$ cat src/cbm_pkg.sv
// ----------------------------------------------------------------------------
// cbm_pkg
// Shared types and constants of the cartridge bank mapper.
// ----------------------------------------------------------------------------
package cbm_pkg;

	localparam int RAM_DEPTH = 256;
	localparam int RAM_AW    = $clog2(RAM_DEPTH);
	localparam int BANK_W    = 6;
	localparam int BYTE_W    = 8;
	localparam int CFG_IDX_W = 2;
	localparam int CFG_DATA_W = 16;

	// Request codes
	localparam logic [1:0] REQ_REG_WR = 2'd0;
	localparam logic [1:0] REQ_RAM_RD = 2'd1;
	localparam logic [1:0] REQ_RAM_WR = 2'd2;

	// Register indexes
	localparam logic [CFG_IDX_W-1:0] CFG_ACTIVE    = 2'd0;
	localparam logic [CFG_IDX_W-1:0] CFG_TYPE      = 2'd1;
	localparam logic [CFG_IDX_W-1:0] CFG_INIT_EXROM = 2'd2;
	localparam logic [CFG_IDX_W-1:0] CFG_INIT_GAME = 2'd3;

	// Hardware type codes
	localparam logic [15:0] TYPE_FLASH = 16'd32;
	localparam logic [15:0] TYPE_MDESK = 16'd19;
	localparam logic [15:0] TYPE_ADDRB = 16'd15;

	// Mapped bank and line levels
	typedef struct packed {
		logic [BANK_W-1:0] bank;
		logic              exrom;
		logic              game;
	} map_state_t;

	// Result of one access, held between the two pipeline registers
	typedef struct packed {
		map_state_t map;
		logic       bank_load;
		logic       rd_hit;
	} stage_t;

endpackage

$ cat src/cbm_if.sv
// ----------------------------------------------------------------------------
// cbm_req_if / cbm_rsp_if
// Valid/ready channels for bus accesses and their results.
// ----------------------------------------------------------------------------
interface cbm_req_if;
	import cbm_pkg::*;
	logic              valid;
	logic              ready;
	logic [1:0]        req_type;
	logic [BYTE_W-1:0] addr;
	logic [BYTE_W-1:0] data;

	modport source (output valid, output req_type, output addr, output data, input ready);
	modport sink   (input valid, input req_type, input addr, input data, output ready);
endinterface

interface cbm_rsp_if;
	import cbm_pkg::*;
	logic              valid;
	logic              ready;
	logic [BANK_W-1:0] bank;
	logic              bank_load;
	logic              exrom_line;
	logic              game_line;
	logic [BYTE_W-1:0] read_data;

	modport source (output valid, output bank, output bank_load, output exrom_line,
		output game_line, output read_data, input ready);
	modport sink   (input valid, input bank, input bank_load, input exrom_line,
		input game_line, input read_data, output ready);
endinterface

$ cat src/cbm_ram.sv
// ----------------------------------------------------------------------------
// cbm_ram
// Generic single-clock RAM, one write port, one read port with registered data.
// ----------------------------------------------------------------------------
module cbm_ram #(
	parameter int WIDTH = 8,
	parameter int DEPTH = 256
) (
	input  logic                     clk,
	input  logic                     we,
	input  logic [$clog2(DEPTH)-1:0] waddr,
	input  logic [WIDTH-1:0]         wdata,
	input  logic                     re,
	input  logic [$clog2(DEPTH)-1:0] raddr,
	output logic [WIDTH-1:0]         rdata
);

	logic [WIDTH-1:0] mem_q [DEPTH];

	always_ff @(posedge clk) begin
		if (we) begin
			mem_q[waddr] <= wdata;
		end
		if (re) begin
			rdata <= mem_q[raddr];
		end
	end

endmodule

$ cat src/cbm_decode.sv
// ----------------------------------------------------------------------------
// cbm_decode
// Register-write rule: next bank and line levels for one I/O-1 write.
// ----------------------------------------------------------------------------
module cbm_decode import cbm_pkg::*; (
	input  map_state_t        cur,
	input  logic              cart_active,
	input  logic [15:0]       cart_type,
	input  logic [BYTE_W-1:0] addr,
	input  logic [BYTE_W-1:0] data,
	output map_state_t        nxt,
	output logic              bank_load
);

	logic              sel;
	logic [BANK_W-1:0] sel_bank;

	always_comb begin
		nxt      = cur;
		sel      = 1'b0;
		sel_bank = data[BANK_W-1:0];
		if (cart_active) begin
			if (cart_type == TYPE_FLASH) begin
				if (!addr[1]) begin
					sel = 1'b1;
				end else begin
					nxt.exrom = ~data[1];
					nxt.game  = data[2] ? ~data[0] : 1'b0;
				end
			end else if (cart_type == TYPE_MDESK) begin
				// bit 7 unmaps the ROM and keeps the bank
				if (data[7]) begin
					nxt.exrom = 1'b1;
				end else begin
					nxt.exrom = 1'b0;
					sel       = 1'b1;
				end
			end else if (cart_type == TYPE_ADDRB) begin
				sel      = 1'b1;
				sel_bank = addr[BANK_W-1:0];
			end else begin
				sel = 1'b1;
			end
		end
		if (sel) begin
			nxt.bank = sel_bank;
		end
	end

	assign bank_load = sel && (sel_bank != cur.bank);

endmodule

$ cat src/cartridge_bank_mapper.sv
// ----------------------------------------------------------------------------
// cartridge_bank_mapper
// Cartridge bank mapper: register writes select a ROM bank and drive the
// EXROM/GAME lines; a 256-byte RAM in the I/O-2 page is read and written.
// ----------------------------------------------------------------------------
//
//   channel   dir   handshake      beat contents
//   -------   ---   ------------   -----------------------------------------
//   req       in    valid/ready    req_type, addr, data
//   rsp       out   valid/ready    bank, bank_load, exrom_line, game_line,
//                                  read_data
//   cfg       in    cfg_we only    cfg_index, cfg_data (16 bit)
//
// One beat a cycle is accepted unless rsp stalls with the pipe full; each
// request's result passes the RAM read stage, then the output register.
// Reset sets the mapping state and registers to their reset values and
// clears all RAM valid bits at once, so no clearing pass is needed; mounting
// a type 32 cartridge clears the valid bits likewise. Unwritten RAM entries
// read as zero. A stall on rsp holds the output register and then the first
// stage; req is refused only when both hold a beat and rsp is not taking one.
// ----------------------------------------------------------------------------
module cartridge_bank_mapper import cbm_pkg::*; (
	input  logic                  clk,
	input  logic                  arst_n,
	cbm_req_if.sink               req,
	cbm_rsp_if.source             rsp,
	input  logic                  cfg_we,
	input  logic [CFG_IDX_W-1:0]  cfg_index,
	input  logic [CFG_DATA_W-1:0] cfg_data
);

	// configuration registers
	logic        active_q;
	logic [15:0] type_q;
	logic        init_exrom_q;
	logic        init_game_q;

	// mapping state and RAM entry valid bits
	map_state_t           map_q;
	logic [RAM_DEPTH-1:0] ram_vld_q;

	// pipeline
	logic              vld_s1;
	stage_t            st_s1;
	logic              vld_s2;
	stage_t            st_s2;
	logic [BYTE_W-1:0] rdata_s2;

	logic              accept;
	logic              adv_s1;
	logic              is_reg;
	logic              is_rd;
	logic              is_wr;
	map_state_t        dec_nxt;
	logic              dec_load;
	logic [BYTE_W-1:0] ram_rdata;
	logic [RAM_AW-1:0] ram_addr;

	assign adv_s1    = !vld_s2 || rsp.ready;
	assign req.ready = !vld_s1 || adv_s1;
	assign accept    = req.valid && req.ready;
	assign is_reg    = req.req_type == REQ_REG_WR;
	assign is_rd     = req.req_type == REQ_RAM_RD;
	assign is_wr     = req.req_type == REQ_RAM_WR;
	assign ram_addr  = req.addr[RAM_AW-1:0];

	cbm_decode u_decode (
		.cur         (map_q),
		.cart_active (active_q),
		.cart_type   (type_q),
		.addr        (req.addr),
		.data        (req.data),
		.nxt         (dec_nxt),
		.bank_load   (dec_load)
	);

	cbm_ram #(
		.WIDTH (BYTE_W),
		.DEPTH (RAM_DEPTH)
	) u_ram (
		.clk   (clk),
		.we    (accept && is_wr),
		.waddr (ram_addr),
		.wdata (req.data),
		.re    (accept && is_rd),
		.raddr (ram_addr),
		.rdata (ram_rdata)
	);

	// Configuration writes and state updates. Writes must come only while idle,
	// so they never meet an accepted beat; the block itself does not enforce this.
	always_ff @(posedge clk or negedge arst_n) begin
		if (!arst_n) begin
			active_q     <= 1'b0;
			type_q       <= '0;
			init_exrom_q <= 1'b1;
			init_game_q  <= 1'b1;
			map_q        <= '{bank: '0, exrom: 1'b1, game: 1'b1};
			ram_vld_q    <= '0;
		end else if (cfg_we) begin
			case (cfg_index)
				CFG_ACTIVE: begin
					active_q <= cfg_data[0];
					map_q.bank <= '0;
					if (!cfg_data[0]) begin
						map_q.exrom <= 1'b1;
						map_q.game  <= 1'b1;
					end else if (type_q == TYPE_FLASH) begin
						// mount with flash type: lines fixed, RAM wiped
						map_q.exrom <= 1'b1;
						map_q.game  <= 1'b0;
						ram_vld_q   <= '0;
					end else begin
						map_q.exrom <= init_exrom_q;
						map_q.game  <= init_game_q;
					end
				end
				CFG_TYPE:       type_q       <= cfg_data;
				CFG_INIT_EXROM: init_exrom_q <= cfg_data[0];
				CFG_INIT_GAME:  init_game_q  <= cfg_data[0];
				default: ;
			endcase
		end else if (accept) begin
			if (is_reg) begin
				map_q <= dec_nxt;
			end
			if (is_wr) begin
				ram_vld_q[ram_addr] <= 1'b1;
			end
		end
	end

	// First stage: state after the access, RAM read in flight
	always_ff @(posedge clk or negedge arst_n) begin
		if (!arst_n) begin
			vld_s1 <= 1'b0;
		end else if (accept) begin
			vld_s1 <= 1'b1;
		end else if (adv_s1) begin
			vld_s1 <= 1'b0;
		end
	end

	always_ff @(posedge clk) begin
		if (accept) begin
			st_s1.map       <= is_reg ? dec_nxt : map_q;
			st_s1.bank_load <= is_reg && dec_load;
			st_s1.rd_hit    <= is_rd && ram_vld_q[ram_addr];
		end
	end

	// Output register: hold while rsp stalls
	always_ff @(posedge clk or negedge arst_n) begin
		if (!arst_n) begin
			vld_s2 <= 1'b0;
		end else if (vld_s1 && adv_s1) begin
			vld_s2 <= 1'b1;
		end else if (rsp.ready) begin
			vld_s2 <= 1'b0;
		end
	end

	always_ff @(posedge clk) begin
		if (vld_s1 && adv_s1) begin
			st_s2    <= st_s1;
			rdata_s2 <= st_s1.rd_hit ? ram_rdata : '0;
		end
	end

	assign rsp.valid      = vld_s2;
	assign rsp.bank       = st_s2.map.bank;
	assign rsp.bank_load  = st_s2.bank_load;
	assign rsp.exrom_line = st_s2.map.exrom;
	assign rsp.game_line  = st_s2.map.game;
	assign rsp.read_data  = rdata_s2;

	// A RAM write marks its entry valid
	a_wr_marks: assert property (@(posedge clk) disable iff (!arst_n)
		(accept && is_wr) |=> ram_vld_q[$past(ram_addr)])
		else $error("RAM write did not mark its entry valid");

	// No bank change while unmounted
	a_unmounted_no_load: assert property (@(posedge clk) disable iff (!arst_n)
		(accept && is_reg && !active_q) |=> !st_s1.bank_load)
		else $error("bank load while no cartridge mounted");

	// With bit 7 clear the disabling type always drives EXROM low after a load
	a_mdesk_load: assert property (@(posedge clk) disable iff (!arst_n)
		(vld_s1 && st_s1.bank_load && type_q == TYPE_MDESK) |-> !st_s1.map.exrom)
		else $error("bank load with EXROM inactive");

	// A first-stage beat is never dropped while the output stalls
	a_s1_held: assert property (@(posedge clk) disable iff (!arst_n)
		(vld_s1 && !adv_s1) |=> vld_s1 && $stable(st_s1))
		else $error("first stage lost a beat under stall");

endmodule

$ cat src/flat_wrapper.sv
// flat-port wrapper written by rule: the top's interface ports become plain ports
module cartridge_bank_mapper_flat import cbm_pkg::*;
  (clk, arst_n, cfg_we, cfg_index, cfg_data, req_valid, req_req_type, req_addr, req_data, req_ready, rsp_valid, rsp_bank, rsp_bank_load, rsp_exrom_line, rsp_game_line, rsp_read_data, rsp_ready);
  cbm_req_if req_i ();
  cbm_rsp_if rsp_i ();
  input  logic clk;
  input  logic arst_n;
  input  logic cfg_we;
  input  logic [CFG_IDX_W-1:0] cfg_index;
  input  logic [CFG_DATA_W-1:0] cfg_data;
  input wire logic [$bits(req_i.valid)-1:0] req_valid;
  input wire logic [$bits(req_i.req_type)-1:0] req_req_type;
  input wire logic [$bits(req_i.addr)-1:0] req_addr;
  input wire logic [$bits(req_i.data)-1:0] req_data;
  output wire logic [$bits(req_i.ready)-1:0] req_ready;
  output wire logic [$bits(rsp_i.valid)-1:0] rsp_valid;
  output wire logic [$bits(rsp_i.bank)-1:0] rsp_bank;
  output wire logic [$bits(rsp_i.bank_load)-1:0] rsp_bank_load;
  output wire logic [$bits(rsp_i.exrom_line)-1:0] rsp_exrom_line;
  output wire logic [$bits(rsp_i.game_line)-1:0] rsp_game_line;
  output wire logic [$bits(rsp_i.read_data)-1:0] rsp_read_data;
  input wire logic [$bits(rsp_i.ready)-1:0] rsp_ready;
  assign req_i.valid = req_valid;
  assign req_i.req_type = req_req_type;
  assign req_i.addr = req_addr;
  assign req_i.data = req_data;
  assign req_ready = req_i.ready;
  assign rsp_valid = rsp_i.valid;
  assign rsp_bank = rsp_i.bank;
  assign rsp_bank_load = rsp_i.bank_load;
  assign rsp_exrom_line = rsp_i.exrom_line;
  assign rsp_game_line = rsp_i.game_line;
  assign rsp_read_data = rsp_i.read_data;
  assign rsp_i.ready = rsp_ready;
  cartridge_bank_mapper u_core (.clk(clk), .arst_n(arst_n), .req(req_i), .rsp(rsp_i), .cfg_we(cfg_we), .cfg_index(cfg_index), .cfg_data(cfg_data));
endmodule
$ cat config.mk
export PLATFORM = sky130hd
export DESIGN_NAME = cartridge_bank_mapper_flat
export DESIGN_NICKNAME = d
export VERILOG_FILES = /design/src/cbm_pkg.sv /design/src/cbm_if.sv /design/src/cbm_ram.sv /design/src/cbm_decode.sv /design/src/cartridge_bank_mapper.sv /design/src/flat_wrapper.sv
export SDC_FILE = /design/constraint.sdc
export NUM_CORES = 2
export LEC_CHECK = 0
export BUFFER_PORTS_ARGS = -buffer_cell sky130_fd_sc_hd__buf_2
export CORE_ASPECT_RATIO = 1.4
export CORE_MARGIN = 2
export CORE_UTILIZATION = 30
export CTS_BUF_LIST = sky130_fd_sc_hd__clkbuf_16
export CTS_CLUSTER_SIZE = 20
export DETAILED_ROUTE_END_ITERATION = 10
export HOLD_SLACK_MARGIN = 0.12
export SYNTH_ARGS = -nofsm -noshare
export SYNTH_HDL_FRONTEND = slang
export SYNTH_SLANG_ARGS = --single-unit
$ cat constraint.sdc
create_clock -name clk -period 3.9 [get_ports clk]
set_input_delay 0.585 -clock clk [delete_from_list [all_inputs] [get_ports clk]]
set_output_delay 0.585 -clock clk [all_outputs]
set_load 0.02 [all_outputs]
# ---- Word level (Yosys, flattened, before mapping)
# Memories as Yosys holds them, arrays and structs flattened. A register that Yosys moved wholly into a read port is not among the register bits.
# Index checks and enable logic that the tools add are counted.
dict set report classes {
  magnitude_cmp 2
  eq_ne 12
  n_mux 39
  n_bitwise 3
  reduce_logical 24
}
# cell count
set op_table {}
lappend op_table {{$mux W256} 6}
lappend op_table {{$or A256 B256 Y256} 1}
lappend op_table {{$mux W8} 4}
lappend op_table {{$mux W6} 5}
lappend op_table {{$mux W1} 18}
lappend op_table {{$eq A16 B4 Y1 const B} 1}
lappend op_table {{$eq A16 B5 Y1 const B} 1}
lappend op_table {{$eq A16 B6 Y1 const B} 1}
lappend op_table {{$reduce_and A2 Y1} 5}
lappend op_table {{$lt A8 B9 Y1 const B} 1}
lappend op_table {{$bmux W1 S8} 1}
lappend op_table {{$demux W1 S8} 1}
lappend op_table {{$ge A8 B1 Y1 const B} 1}
lappend op_table {{$logic_and A1 B1 Y1} 8}
lappend op_table {{$mux W2} 4}
lappend op_table {{$reduce_bool A2 Y1} 4}
lappend op_table {{$eq A2 B2 Y1 const B} 3}
lappend op_table {{$ne A2 B1 Y1 const B} 3}
lappend op_table {{$ne A6 B6 Y1} 1}
lappend op_table {{$reduce_and A5 Y1} 1}
lappend op_table {{$eq A2 B1 Y1 const B} 2}
lappend op_table {{$logic_not A2 Y1} 2}
lappend op_table {{$logic_not A1 Y1} 2}
lappend op_table {{$logic_or A1 B1 Y1} 2}
lappend op_table {{$not A1 Y1} 2}
dict set report totals {
  reg_bits 312
  ram_bits 2048
  output_inout_bits 19
  n_memories 1
}
# name words width rd rd_clocked_by_memory_dff wr line_no
set memory_table {}
lappend memory_table {u_core.u_ram.mem_q 256 8 1 1 1 cbm_ram.sv:18} ;# logic [WIDTH-1:0] mem_q [DEPTH];

# ---- Longest topological paths before layout
dict set report depth {
  ltp_word 9
  ltp_mapped 14
  ltp_nobuf 7
}

# ---- By module
# A second synthesis with hierarchy kept.
dict set report hier_totals {
  hier_cells 5017
  hier_area_um2 93858.8
}
# module instances cells_each area_each_um2 seq_area_each_um2
set by_module_without_submodules {}
lappend by_module_without_submodules {cbm_ram 1 3733 79636.4 61739.2}
lappend by_module_without_submodules {cartridge_bank_mapper 1 1222 13741.9 7947.6}
lappend by_module_without_submodules {cbm_decode 1 62 480.5 0.0}

# ---- Least setup slack after synthesis
# No wires, ideal clock.
dict set report synth_timing {
  kind {input to register}
  startpoint {in req_addr[0]}
  endpoint {mem u_core.u_ram.mem_q[221][0] (enable)}
  setup_time_ps 370
  arrival_ps 2936
  t_required_ps 3530
  path_slack_ps 594
  stages 11
  path_buffers 8
  path_cell_list {buf_4 -> buf_6 -> buf_6 -> buf_6 -> buf_4 -> buf_4 -> buf_2 -> nor2b_1 -> nand3_1 -> clkbuf_1 -> nor2_1}
}
# item line_no
set synth_lines {}
lappend synth_lines {{start: declaration} flat_wrapper.sv:13} ;# input wire logic [$bits(req_i.addr)-1:0] req_addr;
lappend synth_lines {{end: declaration} cbm_ram.sv:18}
# Straight into the memory's write port.

==> results summary <==
The number of distinct library cell variants in the gate-level netlist after synthesis is 58. Data on the critical path is required at its endpoint by roughly 4500 ps. The post-detailed-route DRC marker count is 0. TritonCTS built the clock tree. The kind of start point of the critical path is a primary input.

The startpoint identified for the worst register-to-register timing path is u_core.type_q[9]$_DFFE_PN0P_. The flow ran to the end, and the final reports show no timing, DRC or antenna violations. In the final layout, flip-flops and latches occupy 69700 µm². For this run, the top clock speed supported by timing is 311 MHz. The worst slew margin relative to its limit came out at 0.107. The number of port buffers came out at 59. The tree is rooted in a sky130_fd_sc_hd__clkbuf_16. Counting along the longest clock path gives a buffer depth of 4. The top flip-flop cell by instance count after synthesis is sky130_fd_sc_hd__edfxtp_1. The max capacitance violation total is 0.

The first-pass GRT wire length is 363 mm. The aggregate global-route resource usage came out at 0.158. The placement row count came out at 242. In the final design database the tool counted between 5000 and 6000 nets. The share of the Yosys chip area taken by registers is 0.748. The average size of a mapped cell is 20.1 µm². The worst hold path terminates at u_core.init_game_q$_DFFE_PN1P_. The average via count per standard cell is 5.01. The violation count after the first detailed-route iteration is ~5100.

In the layout the commonest cells are 2083 x sky130_fd_sc_hd__edfxtp_1, 676 x sky130_fd_sc_hd__mux4_2, 548 x sky130_fd_sc_hd__nor2_1. In this run the vertical extent of the chip is 663 µm. The final route contains 47500 vias. The largest individual stage delay along the critical path comes from the cell sky130_fd_sc_hd__o21ai_0. The count of clock tree sinks is 2368.

During I/O placement, the number of pins put on the boundary was 60. The number of enable-type register cells in the synthesized netlist is 2083. The total of endpoints with negative setup slack in the final report came out at 0. The critical path goes through buf_8, buf_12, buf_4, mux4_2, mux2_2, o21ai_0, nor2b_1, a2111oi_0, nand4b_1.

The first element of the critical path is req_addr[1]. The clock latency of the later-clocked register in the worst-skew pair came out at 870 ps. The routability-driven placement congestion ratio is between 0.8 and 0.9. The multi-input combinational cells in the finished layout cover a total of 22100 µm².

The layout filler cell count is 28600. The peak ir drop on the vdd network came out at 0.000406 V. On the critical path the largest part of the delay comes from compound AO/OA/AOI/OAI gates. The total standard cell area after synthesis came out at ~93000 µm². The final count of hold timing violations came to 0. The worst setup path category is primary input to flip-flop. Once routing completed, OpenROAD measured the worst setup slack at 690 ps. Setup repair after global routing left no endpoint under its margin. The post-synthesis to final-layout area growth is 17.1%.

The largest net degree at the start of global routing came out at around 260. The proportion of register bits with asynchronous set or reset after synthesis came out at 0.120. The clock-pin slew of the registers on the worst-case setup and hold paths is 70 ps. The worst hold path begins at cfg_we. The count of antenna-violating nets left after detailed routing is 0. The die area is 315000 µm².

After layout, the minimum clock period comes to ~3200 ps. The cell count after synthesis is 4626. The final-report max-slew violation count is 0.

The library cell used most frequently in the layout, excluding fill and tap cells, is sky130_fd_sc_hd__edfxtp_1. The hold slack came out at 192 ps. The transition time at the pin with the least slew margin came out at 1340 ps. The number of warnings reported in the yosys synthesis log is 0. Dividing the final minimum period by the clock period gives 0.823. The min-delay analysis places its worst path in the category primary input to flip-flop. The count of H-tree levels built during CTS came out at 4. The total power divided by cell area is 466 nW/µm². The worst hold path depth came out at 3. The number of gates given a new drive strength after cts came out at 0. The worst register-to-register path has a depth of 7. The clock buffer count from CTS is 210. The maximum fanout count along the critical path is 31. The starting density of the core came out at 0.301.

Of the cells placed in the final design, the portion with a size suffix greater than 1 is 0.313. The number of cells in the finished layout apart from fillers came out at approximately 9500. The synthesis-stage register bit count is 2368. Detailed placement ended at an HPWL of 168 mm. The critical path contains buffers and inverters numbering 3 combined. The arrival time at the worst endpoint came out at 3800 ps. The number of placed instances, taps included came out at 9099.

The initial antenna violation count is 10. The area of the placeable core came out at 310000 µm². The analysis attributes to cell leakage a power of ~36 nW. After global routing the overflow that remains totals 0. At the placement stage, the worst setup path has a slack of -219 ps.

The sum of routed wire length over all layers is 253 mm. The die extent in x came out at 475 µm. The reg-to-reg endpoint is u_core.ram_vld_q[17]$_DFFE_PN0P_.

The average wire per standard cell came out at 26.6 µm. In this design, the stage delay of the slowest critical-path cell is 620 ps. The worst reg-to-reg setup slack came out at approximately 840 ps. The number of global-route vias before repair came out at 49600. STA classifies the critical path endpoint as a flip-flop. The clock arrives with 59.1 ps of skew.

In the final timing run, aggregate negative setup slack is 0 ps. The first detailed-routing pass ran for 6 iterations. The synthesized net count is 4667. The number of buffers added for setup after CTS came out at 0.
[tightest hold or removal path: cells and delay by family]
family | cells | cell delay (ps)
multiplexers | 1 | 150
buffers and inverters | 1 | 170
AND/OR/NAND/NOR | 1 | 100
[layer usage]
metal	routed length [µm]	track usage
met5	40	0
met4	14300	0.0793
met3	13500	0.0223
met2	134000	0.284
met1	91600	0.183
[registers in the layout, summed over array words and instances, names as in the netlist, 6 cells and up]
signal                cells
u_core.map_q              8
u_core.rsp.read_data      8
u_core.ram_vld_q        256
u_core.u_ram.mem_q     2048
u_core.rsp.bank           6
u_core.st_s1             10
u_core.type_q            16
u_core.u_ram.rdata        8
[cell type report]
cell class	count	area share
clock buffers	211	0.0484
flip-flops and latches	2368	0.639
repair buffers	647	0.0523
clock inverters	154	0.0103
well taps	4148	0.0476
inverters	4	0.000138
multi-input cells	1956	0.202
diodes	7	0.000161
[synth_stat cells (7+ instances only)]
| library cell | instances | area share |
|---|---|---|
| sky130_fd_sc_hd__mux2i_1 | 57 | 0.0061 |
| sky130_fd_sc_hd__nor3_2 | 9 | 0.00097 |
| sky130_fd_sc_hd__nand3_1 | 47 | 0.0025 |
| sky130_fd_sc_hd__buf_2 | 82 | 0.0044 |
| sky130_fd_sc_hd__edfxtp_1 | 2083 | 0.67 |
| sky130_fd_sc_hd__nor2b_1 | 16 | 0.0011 |
| sky130_fd_sc_hd__and2_1 | 15 | 0.0010 |
| sky130_fd_sc_hd__buf_4 | 18 | 0.0015 |
| sky130_fd_sc_hd__nand2b_1 | 14 | 0.00094 |
| sky130_fd_sc_hd__o22ai_1 | 11 | 0.00074 |
| sky130_fd_sc_hd__nor3_1 | 12 | 0.00064 |
| sky130_fd_sc_hd__o211ai_1 | 7 | 0.00056 |
| sky130_fd_sc_hd__nand2_1 | 58 | 0.0023 |
| sky130_fd_sc_hd__nor4_1 | 7 | 0.00047 |
| sky130_fd_sc_hd__nor2_1 | 550 | 0.022 |
| sky130_fd_sc_hd__mux2_2 | 48 | 0.0058 |
| sky130_fd_sc_hd__nand4_1 | 9 | 0.00060 |
| sky130_fd_sc_hd__buf_6 | 23 | 0.0028 |
| sky130_fd_sc_hd__a21oi_1 | 280 | 0.015 |
| sky130_fd_sc_hd__clkbuf_1 | 141 | 0.0057 |
| sky130_fd_sc_hd__mux4_2 | 676 | 0.16 |
| sky130_fd_sc_hd__dfrtp_1 | 281 | 0.075 |
| sky130_fd_sc_hd__a32oi_1 | 10 | 0.00094 |
| sky130_fd_sc_hd__o21ai_0 | 13 | 0.00070 |
| sky130_fd_sc_hd__and3_1 | 10 | 0.00067 |
| sky130_fd_sc_hd__buf_1 | 34 | 0.0014 |
| sky130_fd_sc_hd__a22oi_1 | 40 | 0.0032 |
[worst max path at each step]
stage | cells past startpoint | end | slack, ps
after floorplan | 11 | u_core.u_ram.mem_q[221][0]$_DFFE_PP_ | 590
final | 9 | u_core.u_ram.rdata[7]$_DFFE_PP_ | 690
after detailed placement | 9 | u_core.u_ram.rdata[7]$_DFFE_PP_ | -220
after CTS | 9 | u_core.u_ram.rdata[7]$_DFFE_PP_ | 710
after global routing | 9 | u_core.u_ram.rdata[7]$_DFFE_PP_ | 440
after global placement | 9 | u_core.u_ram.rdata[7]$_DFFE_PP_ | -390
[stage by stage]
stage,power [mW],area (µm²),util
after floorplan,29.9,93100,-
after CTS,51.3,109000,0.352
after detailed placement,31.5,102000,0.331
after global placement,31.4,102000,0.331
after global routing,52.3,109000,0.352
final,50.8,109000,0.352
[logic make-up (layout without fill, tap and decap cells)]
family | Yosys count | count (layout) | synth area share
compound gates | 397 | 397 | 0.0244
buf+inv | 302 | 1016 | 0.0159
mux | 781 | 781 | 0.175
simple gates | 772 | 772 | 0.0356
other cells | 0 | 7 | 0
xor+xnor | 6 | 6 | 0.000564
flops | 2368 | 2368 | 0.748
[power by group]
| group | leakage (nW) | internal (mW) | total (mW) | switching (mW) |
|---|---|---|---|---|
| registers | 22.6 | 27.8 | 27.9 | 0.106 |
| logic | 10.5 | 1.19 | 3.05 | 1.86 |
| clock network | 3.25 | 10.7 | 19.9 | 9.18 |
| total | 36.4 | 39.7 | 50.8 | 11.1 |
[what timing repair did]
item,4_1_cts,5_1_grt
setup endpoints to repair,0,0
endpoints found under the hold margin,109,0
hold buffers,24,0
Note: power is estimated with default switching activity, not from simulation.
